==> src/hw/rtl/fall_detector_fsm_defines.svh <==
// Assertion macros shared by the fall detector RTL.
// Needs clk and rst_n in the scope of each use; no other dependencies.
`ifndef FALL_DETECTOR_FSM_DEFINES_SVH
`define FALL_DETECTOR_FSM_DEFINES_SVH

// Same-cycle implication, checked outside reset
`define FD_ASSERT_SAME(lbl, ante, cons, msg) \
  lbl: assert property (@(posedge clk) disable iff (!rst_n) (ante) |-> (cons)) \
    else $error(msg);

// Next-cycle implication, checked outside reset
`define FD_ASSERT_NEXT(lbl, ante, cons, msg) \
  lbl: assert property (@(posedge clk) disable iff (!rst_n) (ante) |=> (cons)) \
    else $error(msg);

`endif

==> src/hw/rtl/fd_pkg.sv <==
// Shared types and constants of the fall detector.
// No dependencies; imported by fall_detector_fsm.
package fd_pkg;

  // Detector states, as reported in fsm_state
  typedef enum logic [2:0] {
    ST_IDLE     = 3'd0,
    ST_FREEFALL = 3'd1,
    ST_IMPACT   = 3'd2,
    ST_WAIT     = 3'd3,
    ST_ALARM    = 3'd4
  } fd_state_t;

  // Item kinds carried in in_tuser
  typedef enum logic [1:0] {
    OP_SAMPLE = 2'd0,
    OP_TICK   = 2'd1,
    OP_RESET  = 2'd2
  } fd_op_t;

  // Configuration register indexes
  typedef enum logic [2:0] {
    CFG_FILTER_WEIGHT   = 3'd0,
    CFG_FREEFALL_LEVEL  = 3'd1,
    CFG_IMPACT_LEVEL    = 3'd2,
    CFG_LYING_ANGLE     = 3'd3,
    CFG_FREEFALL_TO_MS  = 3'd4,
    CFG_IMPACT_SETTLE   = 3'd5,
    CFG_LIE_CONFIRM_MS  = 3'd6
  } fd_cfg_idx_t;

  localparam int unsigned CFG_IDX_W  = 3;
  localparam int unsigned CFG_DATA_W = 16;
  localparam int unsigned IN_DATA_W  = 64;
  localparam int unsigned OUT_DATA_W = 88;

  // Register reset values
  localparam logic [8:0]  RST_FILTER_WEIGHT  = 9'd128;
  localparam logic [14:0] RST_FREEFALL_LEVEL = 15'd500;
  localparam logic [14:0] RST_IMPACT_LEVEL   = 15'd2000;
  localparam logic [14:0] RST_LYING_ANGLE    = 15'd7000;
  localparam logic [15:0] RST_FREEFALL_TO_MS = 16'd150;
  localparam logic [15:0] RST_IMPACT_SETTLE  = 16'd1000;
  localparam logic [15:0] RST_LIE_CONFIRM_MS = 16'd5000;

  // Fixed thresholds: one g, the near-one-g window (1 g +/- 0.3 g), 50 dps
  localparam logic [14:0]        ONE_G_MG   = 15'd1000;
  localparam logic [14:0]        NEAR_G_LO  = 15'd700;
  localparam logic [14:0]        NEAR_G_HI  = 15'd1300;
  localparam logic signed [15:0] QUIET_GYRO = 16'sd500;
  localparam logic [8:0]         FULL_WEIGHT = 9'd256;

endpackage

==> src/hw/rtl/fall_detector_fsm.sv <==
// Fall detector top level: input stage, smoothing filters, state machine, result register.
// Depends on fd_pkg and fall_detector_fsm_defines.svh.
//
// Usage:
//   Input channel (in_*): one beat per item. in_tuser selects the kind: sensor
//   sample, one-millisecond tick or detector reset. in_tdata carries the raw
//   acceleration, gyro rate, pitch and roll (used by samples only).
//   Result channel (out_*): exactly one beat per input beat, in order, with the
//   state, the alarm latch, the alarm pulse, the four filter values and the
//   peak tilt as they stand after that item.
//   Configuration port (cfg_*): register writes, to be issued only while no
//   item is in flight.
// Path from input beat to result beat: input register, then filters and state
//   machine into the result register.
// Throughput: one item per cycle unless the result channel stalls; the filters
//   and the state update are combinational, so an item may follow the previous one directly.
// Reset (rst_n low): state idle, filters at one g / zero, registers at their
//   defaults, both channels empty.
// Stall: when out_tready is low with a result held, the whole pipeline stops
//   and in_tready drops in the same cycle; nothing is lost or repeated.
`include "fall_detector_fsm_defines.svh"

module fall_detector_fsm
  import fd_pkg::*;
(
  input  logic                  clk,
  input  logic                  rst_n,
  // Input stream
  input  logic                  in_tvalid,
  output logic                  in_tready,
  // tdata: accel_mg[14:0], gyro_rate[30:15], pitch_angle[46:31],
  //        roll_angle[62:47], zero pad [63]
  input  logic [IN_DATA_W-1:0]  in_tdata,
  // tuser: op[1:0]
  input  logic [1:0]            in_tuser,
  // Result stream
  output logic                  out_tvalid,
  input  logic                  out_tready,
  // tdata: fsm_state[2:0], alert_flag[3], alarm_pulse[4], smooth_accel[19:5],
  //        smooth_gyro[35:20], smooth_pitch[51:36], smooth_roll[67:52],
  //        peak_tilt[82:68], zero pad [87:83]
  output logic [OUT_DATA_W-1:0] out_tdata,
  // Configuration writes
  input  logic                  cfg_we,
  input  logic [CFG_IDX_W-1:0]  cfg_index,
  input  logic [CFG_DATA_W-1:0] cfg_wdata
);

  // Floor of (w*prev + (256-w)*x) / 256 on 17-bit signed values
  function automatic logic signed [16:0] fd_smooth(input logic [8:0] w,
                                                    input logic signed [16:0] prev,
                                                    input logic signed [16:0] x);
    logic signed [26:0] s;
    s = 27'($signed({1'b0, w})) * 27'(prev)
      + 27'($signed({1'b0, FULL_WEIGHT - w})) * 27'(x);
    return s[24:8];
  endfunction

  // Absolute value of a 16-bit signed value
  function automatic logic [16:0] fd_abs(input logic signed [15:0] v);
    logic signed [16:0] e;
    e = {v[15], v};
    return v[15] ? 17'(-e) : 17'(e);
  endfunction

  // Configuration registers
  logic [8:0]  filter_weight_r;
  logic [14:0] freefall_level_r;
  logic [14:0] impact_level_r;
  logic [14:0] lying_angle_r;
  logic [15:0] freefall_to_ms_r;
  logic [15:0] impact_settle_ms_r;
  logic [15:0] lie_confirm_ms_r;

  // Input stage
  logic        s1_valid_r;
  fd_op_t      s1_op_r;
  logic [14:0] s1_accel_r;
  logic signed [15:0] s1_gyro_r;
  logic signed [15:0] s1_pitch_r;
  logic signed [15:0] s1_roll_r;

  // Detector state
  fd_state_t   mode_r, mode_nxt;
  logic        alarm_latch_r, alarm_latch_nxt;
  logic [14:0] accel_avg_r, accel_avg_nxt;
  logic signed [15:0] gyro_avg_r, gyro_avg_nxt;
  logic signed [15:0] pitch_avg_r, pitch_avg_nxt;
  logic signed [15:0] roll_avg_r, roll_avg_nxt;
  logic [15:0] phase_ms_r, phase_ms_nxt;
  logic        still_active_r, still_active_nxt;
  logic [15:0] still_ms_r, still_ms_nxt;

  // Result register
  logic        out_valid_r;
  logic [OUT_DATA_W-1:0] out_data_r, out_data_nxt;

  logic        advance;
  logic        do_item;
  logic [8:0]  w_eff;
  logic signed [16:0] accel_f, gyro_f, pitch_f, roll_f;
  logic [16:0] pitch_mag, roll_mag, tilt_max;
  logic [14:0] tilt;
  logic        pulse;
  logic [15:0] phase_inc, still_inc;

  // Pipeline moves when the result register is free or being drained
  assign advance   = !out_valid_r || out_tready;
  assign in_tready = advance;
  assign do_item   = s1_valid_r && advance;

  assign out_tvalid = out_valid_r;
  assign out_tdata  = out_data_r;

  // Configuration writes
  always_ff @(posedge clk) begin
    if (!rst_n) begin
      filter_weight_r    <= RST_FILTER_WEIGHT;
      freefall_level_r   <= RST_FREEFALL_LEVEL;
      impact_level_r     <= RST_IMPACT_LEVEL;
      lying_angle_r      <= RST_LYING_ANGLE;
      freefall_to_ms_r   <= RST_FREEFALL_TO_MS;
      impact_settle_ms_r <= RST_IMPACT_SETTLE;
      lie_confirm_ms_r   <= RST_LIE_CONFIRM_MS;
    end else if (cfg_we) begin
      case (fd_cfg_idx_t'(cfg_index))
        CFG_FILTER_WEIGHT:  filter_weight_r    <= cfg_wdata[8:0];
        CFG_FREEFALL_LEVEL: freefall_level_r   <= cfg_wdata[14:0];
        CFG_IMPACT_LEVEL:   impact_level_r     <= cfg_wdata[14:0];
        CFG_LYING_ANGLE:    lying_angle_r      <= cfg_wdata[14:0];
        CFG_FREEFALL_TO_MS: freefall_to_ms_r   <= cfg_wdata;
        CFG_IMPACT_SETTLE:  impact_settle_ms_r <= cfg_wdata;
        CFG_LIE_CONFIRM_MS: lie_confirm_ms_r   <= cfg_wdata;
        default: ;
      endcase
    end
  end

  // Capture the input beat
  always_ff @(posedge clk) begin
    if (!rst_n) begin
      s1_valid_r <= 1'b0;
    end else if (advance) begin
      s1_valid_r <= in_tvalid;
    end
  end

  always_ff @(posedge clk) begin
    if (advance && in_tvalid) begin
      s1_op_r    <= fd_op_t'(in_tuser);
      s1_accel_r <= in_tdata[14:0];
      s1_gyro_r  <= in_tdata[30:15];
      s1_pitch_r <= in_tdata[46:31];
      s1_roll_r  <= in_tdata[62:47];
    end
  end

  // Filters: a weight above full scale holds the previous value
  assign w_eff   = (filter_weight_r > FULL_WEIGHT) ? FULL_WEIGHT : filter_weight_r;
  assign accel_f = fd_smooth(w_eff, $signed({2'b00, accel_avg_r}),
                             $signed({2'b00, s1_accel_r}));
  assign gyro_f  = fd_smooth(w_eff, {gyro_avg_r[15], gyro_avg_r}, {s1_gyro_r[15], s1_gyro_r});
  assign pitch_f = fd_smooth(w_eff, {pitch_avg_r[15], pitch_avg_r},
                             {s1_pitch_r[15], s1_pitch_r});
  assign roll_f  = fd_smooth(w_eff, {roll_avg_r[15], roll_avg_r}, {s1_roll_r[15], s1_roll_r});

  // Tilt of the filter values after this item, saturated to 15 bits
  assign pitch_mag = fd_abs(pitch_avg_nxt);
  assign roll_mag  = fd_abs(roll_avg_nxt);
  assign tilt_max  = (pitch_mag > roll_mag) ? pitch_mag : roll_mag;
  assign tilt      = (tilt_max[16] || tilt_max[15]) ? 15'h7FFF : tilt_max[14:0];

  // Saturating millisecond counters
  assign phase_inc = (phase_ms_r == 16'hFFFF) ? phase_ms_r : phase_ms_r + 16'd1;
  assign still_inc = (still_ms_r == 16'hFFFF) ? still_ms_r : still_ms_r + 16'd1;

  // Filter update: tilt must see the new pitch and roll before the decisions
  always_comb begin
    accel_avg_nxt = accel_avg_r;
    gyro_avg_nxt  = gyro_avg_r;
    pitch_avg_nxt = pitch_avg_r;
    roll_avg_nxt  = roll_avg_r;
    if (do_item) begin
      case (s1_op_r)
        OP_SAMPLE: begin
          accel_avg_nxt = accel_f[14:0];
          gyro_avg_nxt  = gyro_f[15:0];
          pitch_avg_nxt = pitch_f[15:0];
          roll_avg_nxt  = roll_f[15:0];
        end
        OP_RESET: begin
          accel_avg_nxt = ONE_G_MG;
          pitch_avg_nxt = '0;
          roll_avg_nxt  = '0;
        end
        default: ;
      endcase
    end
  end

  // State machine: next state and the alarm pulse
  always_comb begin
    mode_nxt         = mode_r;
    alarm_latch_nxt  = alarm_latch_r;
    phase_ms_nxt     = phase_ms_r;
    still_active_nxt = still_active_r;
    still_ms_nxt     = still_ms_r;
    pulse            = 1'b0;
    if (do_item) begin
      case (s1_op_r)
        OP_SAMPLE: begin
          case (mode_r)
            ST_IDLE: begin
              if (s1_accel_r < freefall_level_r) begin
                mode_nxt     = ST_FREEFALL;
                phase_ms_nxt = '0;
              end
            end
            ST_FREEFALL: begin
              if (s1_accel_r >= impact_level_r) begin
                mode_nxt     = ST_IMPACT;
                phase_ms_nxt = '0;
              end
            end
            ST_WAIT: begin
              if (tilt >= lying_angle_r) begin
                if (s1_gyro_r < QUIET_GYRO) begin
                  if (!still_active_r) begin
                    // Arm the quiet timer on the first quiet lying sample
                    still_active_nxt = 1'b1;
                    still_ms_nxt     = '0;
                  end else if (still_ms_r >= lie_confirm_ms_r &&
                               accel_avg_nxt > NEAR_G_LO && accel_avg_nxt < NEAR_G_HI) begin
                    mode_nxt         = ST_ALARM;
                    alarm_latch_nxt  = 1'b1;
                    pulse            = 1'b1;
                    still_active_nxt = 1'b0;
                    still_ms_nxt     = '0;
                  end
                end else begin
                  still_active_nxt = 1'b0;
                  still_ms_nxt     = '0;
                end
              end else begin
                still_active_nxt = 1'b0;
                still_ms_nxt     = '0;
                mode_nxt         = ST_IDLE;
              end
            end
            default: ;
          endcase
        end
        OP_TICK: begin
          if (still_active_r) begin
            still_ms_nxt = still_inc;
          end
          case (mode_r)
            ST_FREEFALL: begin
              phase_ms_nxt = phase_inc;
              if (phase_inc >= freefall_to_ms_r) begin
                mode_nxt = ST_IDLE;
              end
            end
            ST_IMPACT: begin
              phase_ms_nxt = phase_inc;
              if (phase_inc >= impact_settle_ms_r) begin
                if (tilt >= lying_angle_r) begin
                  still_active_nxt = 1'b0;
                  still_ms_nxt     = '0;
                  mode_nxt         = ST_WAIT;
                end else begin
                  mode_nxt = ST_IDLE;
                end
              end
            end
            default: ;
          endcase
        end
        OP_RESET: begin
          mode_nxt         = ST_IDLE;
          alarm_latch_nxt  = 1'b0;
          phase_ms_nxt     = '0;
          still_active_nxt = 1'b0;
          still_ms_nxt     = '0;
        end
        default: ;
      endcase
    end
  end

  // Pack the result beat
  always_comb begin
    out_data_nxt        = '0;
    out_data_nxt[2:0]   = mode_nxt;
    out_data_nxt[3]     = alarm_latch_nxt;
    out_data_nxt[4]     = pulse;
    out_data_nxt[19:5]  = accel_avg_nxt;
    out_data_nxt[35:20] = gyro_avg_nxt;
    out_data_nxt[51:36] = pitch_avg_nxt;
    out_data_nxt[67:52] = roll_avg_nxt;
    out_data_nxt[82:68] = tilt;
  end

  // State registers
  always_ff @(posedge clk) begin
    if (!rst_n) begin
      mode_r         <= ST_IDLE;
      alarm_latch_r  <= 1'b0;
      accel_avg_r    <= ONE_G_MG;
      gyro_avg_r     <= '0;
      pitch_avg_r    <= '0;
      roll_avg_r     <= '0;
      phase_ms_r     <= '0;
      still_active_r <= 1'b0;
      still_ms_r     <= '0;
    end else begin
      mode_r         <= mode_nxt;
      alarm_latch_r  <= alarm_latch_nxt;
      accel_avg_r    <= accel_avg_nxt;
      gyro_avg_r     <= gyro_avg_nxt;
      pitch_avg_r    <= pitch_avg_nxt;
      roll_avg_r     <= roll_avg_nxt;
      phase_ms_r     <= phase_ms_nxt;
      still_active_r <= still_active_nxt;
      still_ms_r     <= still_ms_nxt;
    end
  end

  // Result register: load on each processed item, hold while stalled
  always_ff @(posedge clk) begin
    if (!rst_n) begin
      out_valid_r <= 1'b0;
    end else if (advance) begin
      out_valid_r <= s1_valid_r;
    end
  end

  always_ff @(posedge clk) begin
    if (do_item) begin
      out_data_r <= out_data_nxt;
    end
  end

  // Checks
  `FD_ASSERT_SAME(a_alarm_latched, mode_r == ST_ALARM, alarm_latch_r, "alarm state without latch")
  `FD_ASSERT_SAME(a_still_in_wait, still_active_r, mode_r == ST_WAIT, "quiet timer armed outside wait")
  `FD_ASSERT_NEXT(a_item_to_result, do_item, out_valid_r, "processed item gave no result")
  `FD_ASSERT_SAME(a_pulse_alarm, out_valid_r && out_data_r[4],
                  out_data_r[2:0] == ST_ALARM && out_data_r[3], "alarm pulse outside alarm")

endmodule
==> config.mk <==
export PLATFORM = sky130hd
export DESIGN_NAME = fall_detector_fsm
export DESIGN_NICKNAME = d
export VERILOG_FILES = /design/src/hw/rtl/fd_pkg.sv /design/src/hw/rtl/fall_detector_fsm.sv
export VERILOG_INCLUDE_DIRS = /design/src /design/src/hw/rtl
export SDC_FILE = /design/constraint.sdc
export NUM_CORES = 2
export LEC_CHECK = 0
export BUFFER_PORTS_ARGS = -buffer_cell sky130_fd_sc_hd__buf_2
export CORE_UTILIZATION = 35
export CTS_CLUSTER_DIAMETER = 100
export DETAILED_ROUTE_END_ITERATION = 10
export REMOVE_ABC_BUFFERS = 1
export SLEW_MARGIN = 20
export SYNTH_ARGS = -nofsm -noshare
export SYNTH_HDL_FRONTEND = slang
export SYNTH_SLANG_ARGS = --single-unit
==> constraint.sdc <==
create_clock -name clk -period 13.95 [get_ports clk]
set_clock_uncertainty 0.2 [all_clocks]
set_input_delay 2.79 -clock clk [delete_from_list [all_inputs] [get_ports clk]]
set_output_delay 2.79 -clock clk [all_outputs]
set_load 0.02 [all_outputs]
==> summary.md <==
| Metric | Value |
|---|---|
| Total track usage | 19.9% |
| Pins Over Slew Limit | 0 |
| Max-cap violations | 0 |
| Antenna violations before repair | 9 |
| RR Startpoint | filter_weight_r[8] |
| Synth top area share | ~38% |
| Finished layout cell area | around 60,000 um2 |
| Fin crit period | between 10,000 and 15,000 ps |
| # fillers | ~15,000 |
| Clk_lat worst skew | roughly 710 ps |
| Worst slew pin tran | 1020 ps |
| # DRC | 16 |
| Most common cell after layout, fill and taps aside | inv_1 |
| Pwr/cell area | 116 nW/um2 |
| Top cells by area, synth | fa_1, ha_1, edfxtp_1 |
| Hpwl dp | 120 mm |
| Hold Fails Final Rpt | 0 |
| Critical path required time | about 14,000 ps |
| RD Place Congestion | approximately 0.9 |
| Synth Cell Area | roughly 55,000 um2 |
| Largest area contributor in the netlist | fa_1 |
| Drt wl/cell | around 19 um |
| Vias in the first global route | 42,500 |
| Cell count after synthesis | roughly 5,900 |
| Hold Crit Start | freefall_to_ms_r[3] |
| R2R Setup Slk | about 560 ps |
| GRT overflow | 0 |
| I/O pin count | 180 |
| Critical path type | flip-flop to flip-flop |
| DR pass1 iterations | 10 |
| Layout cells sized above 1 | under 10% |
| Warnings, synthesis | 0 |
| TritonCTS clock tree | yes |
| CP dominant cell by count | fa_1 |
| Failing checks | DRC |
| Row cnt | ~140 |
| Most frequent cells in the layout | inv_1, fa_1, nand2_1 |
| Routed wire length | around 150 mm |
| Die Span Y | about 400 um |
| H-tree depth | 2 |
| Via/cell ratio | between 4 and 5 |
| # clock sinks | about 350 |
| Yosys reg bits | between 300 and 400 |
| DRT iter0 DRCs | ~2,600 |
| Cts bufs inserted | 52 |
| Hold slack | around 250 ps |
| RSZ-0062 raised after global routing | no |
| TNS Setup | 0 ps |
| Ys flop type | dfxtp_1 |
| CP max-delay cell | or4_1 |
| Sequential area share after synthesis | around 16% |
| IO Port Bufs | between 150 and 200 |
| Clock Root Buffer | clkbuf_16 |
| Critical Path AT | approximately 14,000 ps |
| Worst setup SP type | flip-flop |
| Lkg Pwr | 28.2 nW |
| Tightest Hold Check Type | flip-flop to flip-flop |
| Crit-path max FO | 17 |
| Final setup fails | 0 |
| Outcome | finished, violations left |
| Vias | 40,100 |
| Fin worst setup slack | about 560 ps |
| Number of synthesized flops with an enable pin | about 150 |
| Crit end category | flip-flop |
| Max-slew headroom | 31.9% |
| Syn_area_per_cell | 9.24 um2 |
| CTS clock-pin slew for the worst setup and hold paths | 60 ps |
| Ys async rst share | 0% |
| DIE AREA | about 160,000 um2 |
| Area grow syn2layout | 9.75% |
| Routed Antenna Nets | 0 |
| CTS max path bufs | 3 |
| DP Worst Slack | ~190 ps |
| Max IR drop VDD | around 0.00014 V |
| Slowest stage delay, CP | a little under 600 ps |
| Setup crit start | filter_weight_r[8] |
| First-pass GRT wire length | 243 mm |
| Die width | between 300 and 400 um |
| Distinct cells, synth | between 80 and 90 |
| Core ar. | between 150,000 and 200,000 um2 |
| Layout net count | between 7,000 and 8,000 |
| Max Freq | 0.0747 GHz |
| Initial Utilization | a little over a third |
| Largest net degree at the start of global routing | 65 |
| Area after DPL | approximately 58,000 um2 |
| Tcrit/Tclk final | ~96% |
==> metal layers <==
metal	GRT usage, %	vias up	routed length, um
met3	3.28	200	10300
met5	0	-	30
li1	-	18200	-
met4	5.22	6	3970
met2	32.0	1164	70200
met1	27.5	20500	66900
==> cell families after synthesis <==
family                   count (synthesis)  share of synthesized area (%)
XOR/XNOR                               166                           2.69
buffers and inverters                 1473                           10.2
multiplexers                            17                          0.326
AND/OR/NAND/NOR                       1870                           16.4
AO/OA/AOI/OAI                          547                           6.65
flip-flops                             352                           15.6
other                                    2                         0.0138
adder cells (fa/ha/maj)               1478                           48.1
==> state kept, by name (all words and copies together), names as in the netlist, 2 cells and up <==
| name | count |
|---|---|
| s1_pitch_r | 16 |
| lie_confirm_ms_r | 16 |
| freefall_to_ms_r | 16 |
| mode_r | 3 |
| pitch_avg_r | 16 |
| phase_ms_r | 16 |
| lying_angle_r | 15 |
| s1_gyro_r | 16 |
| out_tdata | 83 |
| s1_op_r | 2 |
| still_ms_r | 16 |
| impact_settle_ms_r | 16 |
| gyro_avg_r | 16 |
| roll_avg_r | 16 |
| impact_level_r | 15 |
| freefall_level_r | 15 |
| s1_accel_r | 15 |
| s1_roll_r | 16 |
| accel_avg_r | 15 |
| filter_weight_r | 9 |
==> repair_timing <==
item / in CTS / in global routing
gates resized for setup: 0 / 23
hold buffers: 0 / 0
setup buffers: 0 / 2
setup endpoints to repair: 0 / 26
==> path summary, 6_finish.rpt <==
kind         cells after the start                  end
max reg2reg                     54        still_ms_r[6]
min                              2  freefall_to_ms_r[3]
min reg2reg                      2  freefall_to_ms_r[3]
max                             54        still_ms_r[6]
==> cell type report <==
cell class,count,area [um2],area share (%)
Antenna cell,4,10.0,0.0167
Clock buffer,69,1420,2.37
Clock inverter,28,332,0.554
Inverter,1168,4390,7.33
Multi-Input combinational cell,4085,40800,68.1
Sequential cell,352,8530,14.2
Tap cell,2044,2560,4.27
Timing Repair Buffer,296,1870,3.12
==> through the flow <==
| step | utilization, % | power, mW | instances |
|---|---|---|---|
| detailed placement | 37.6 | 5.50 | 7943 |
| CTS | 38.7 | 6.94 | 8040 |
| finish | 38.8 | 6.94 | 8046 |
| global route | 38.8 | 7.55 | 8042 |
| global placement | 37.6 | 5.45 | 7943 |
| floorplan | - | 4.18 | 5605 |
==> synthesized netlist by cell type (all sizes together) (30+ instances only) <==
library cell / number
inv: 1167
fa: 1030
nand2: 972
and2: 505
ha: 448
dfxtp: 204
clkbuf: 199
a21oi: 160
edfxtp: 148
xnor2: 128
nor2: 119
buf: 106
o21ai: 90
nand3: 48
o211ai: 48
a21o: 42
nor3: 41
xor2: 37
nor2b: 31
nand4: 30
==> report_power, final <==
group | switching, mW | internal (mW)
Clock | 0.587 | 0.785
Combinational | 2.50 | 1.73
Sequential | 0.154 | 1.19
==> critical path, delay by kind of cell (launching register included) <==
kind | cells | cell delay, ps
flops | 1 | 400
xor+xnor | 1 | 180
compound gates | 19 | 3700
buf+inv | 11 | 1340
fa+ha+maj | 11 | 4590
simple gates | 11 | 2420
mux | 1 | 380
Power figures use the tool's default switching activity.
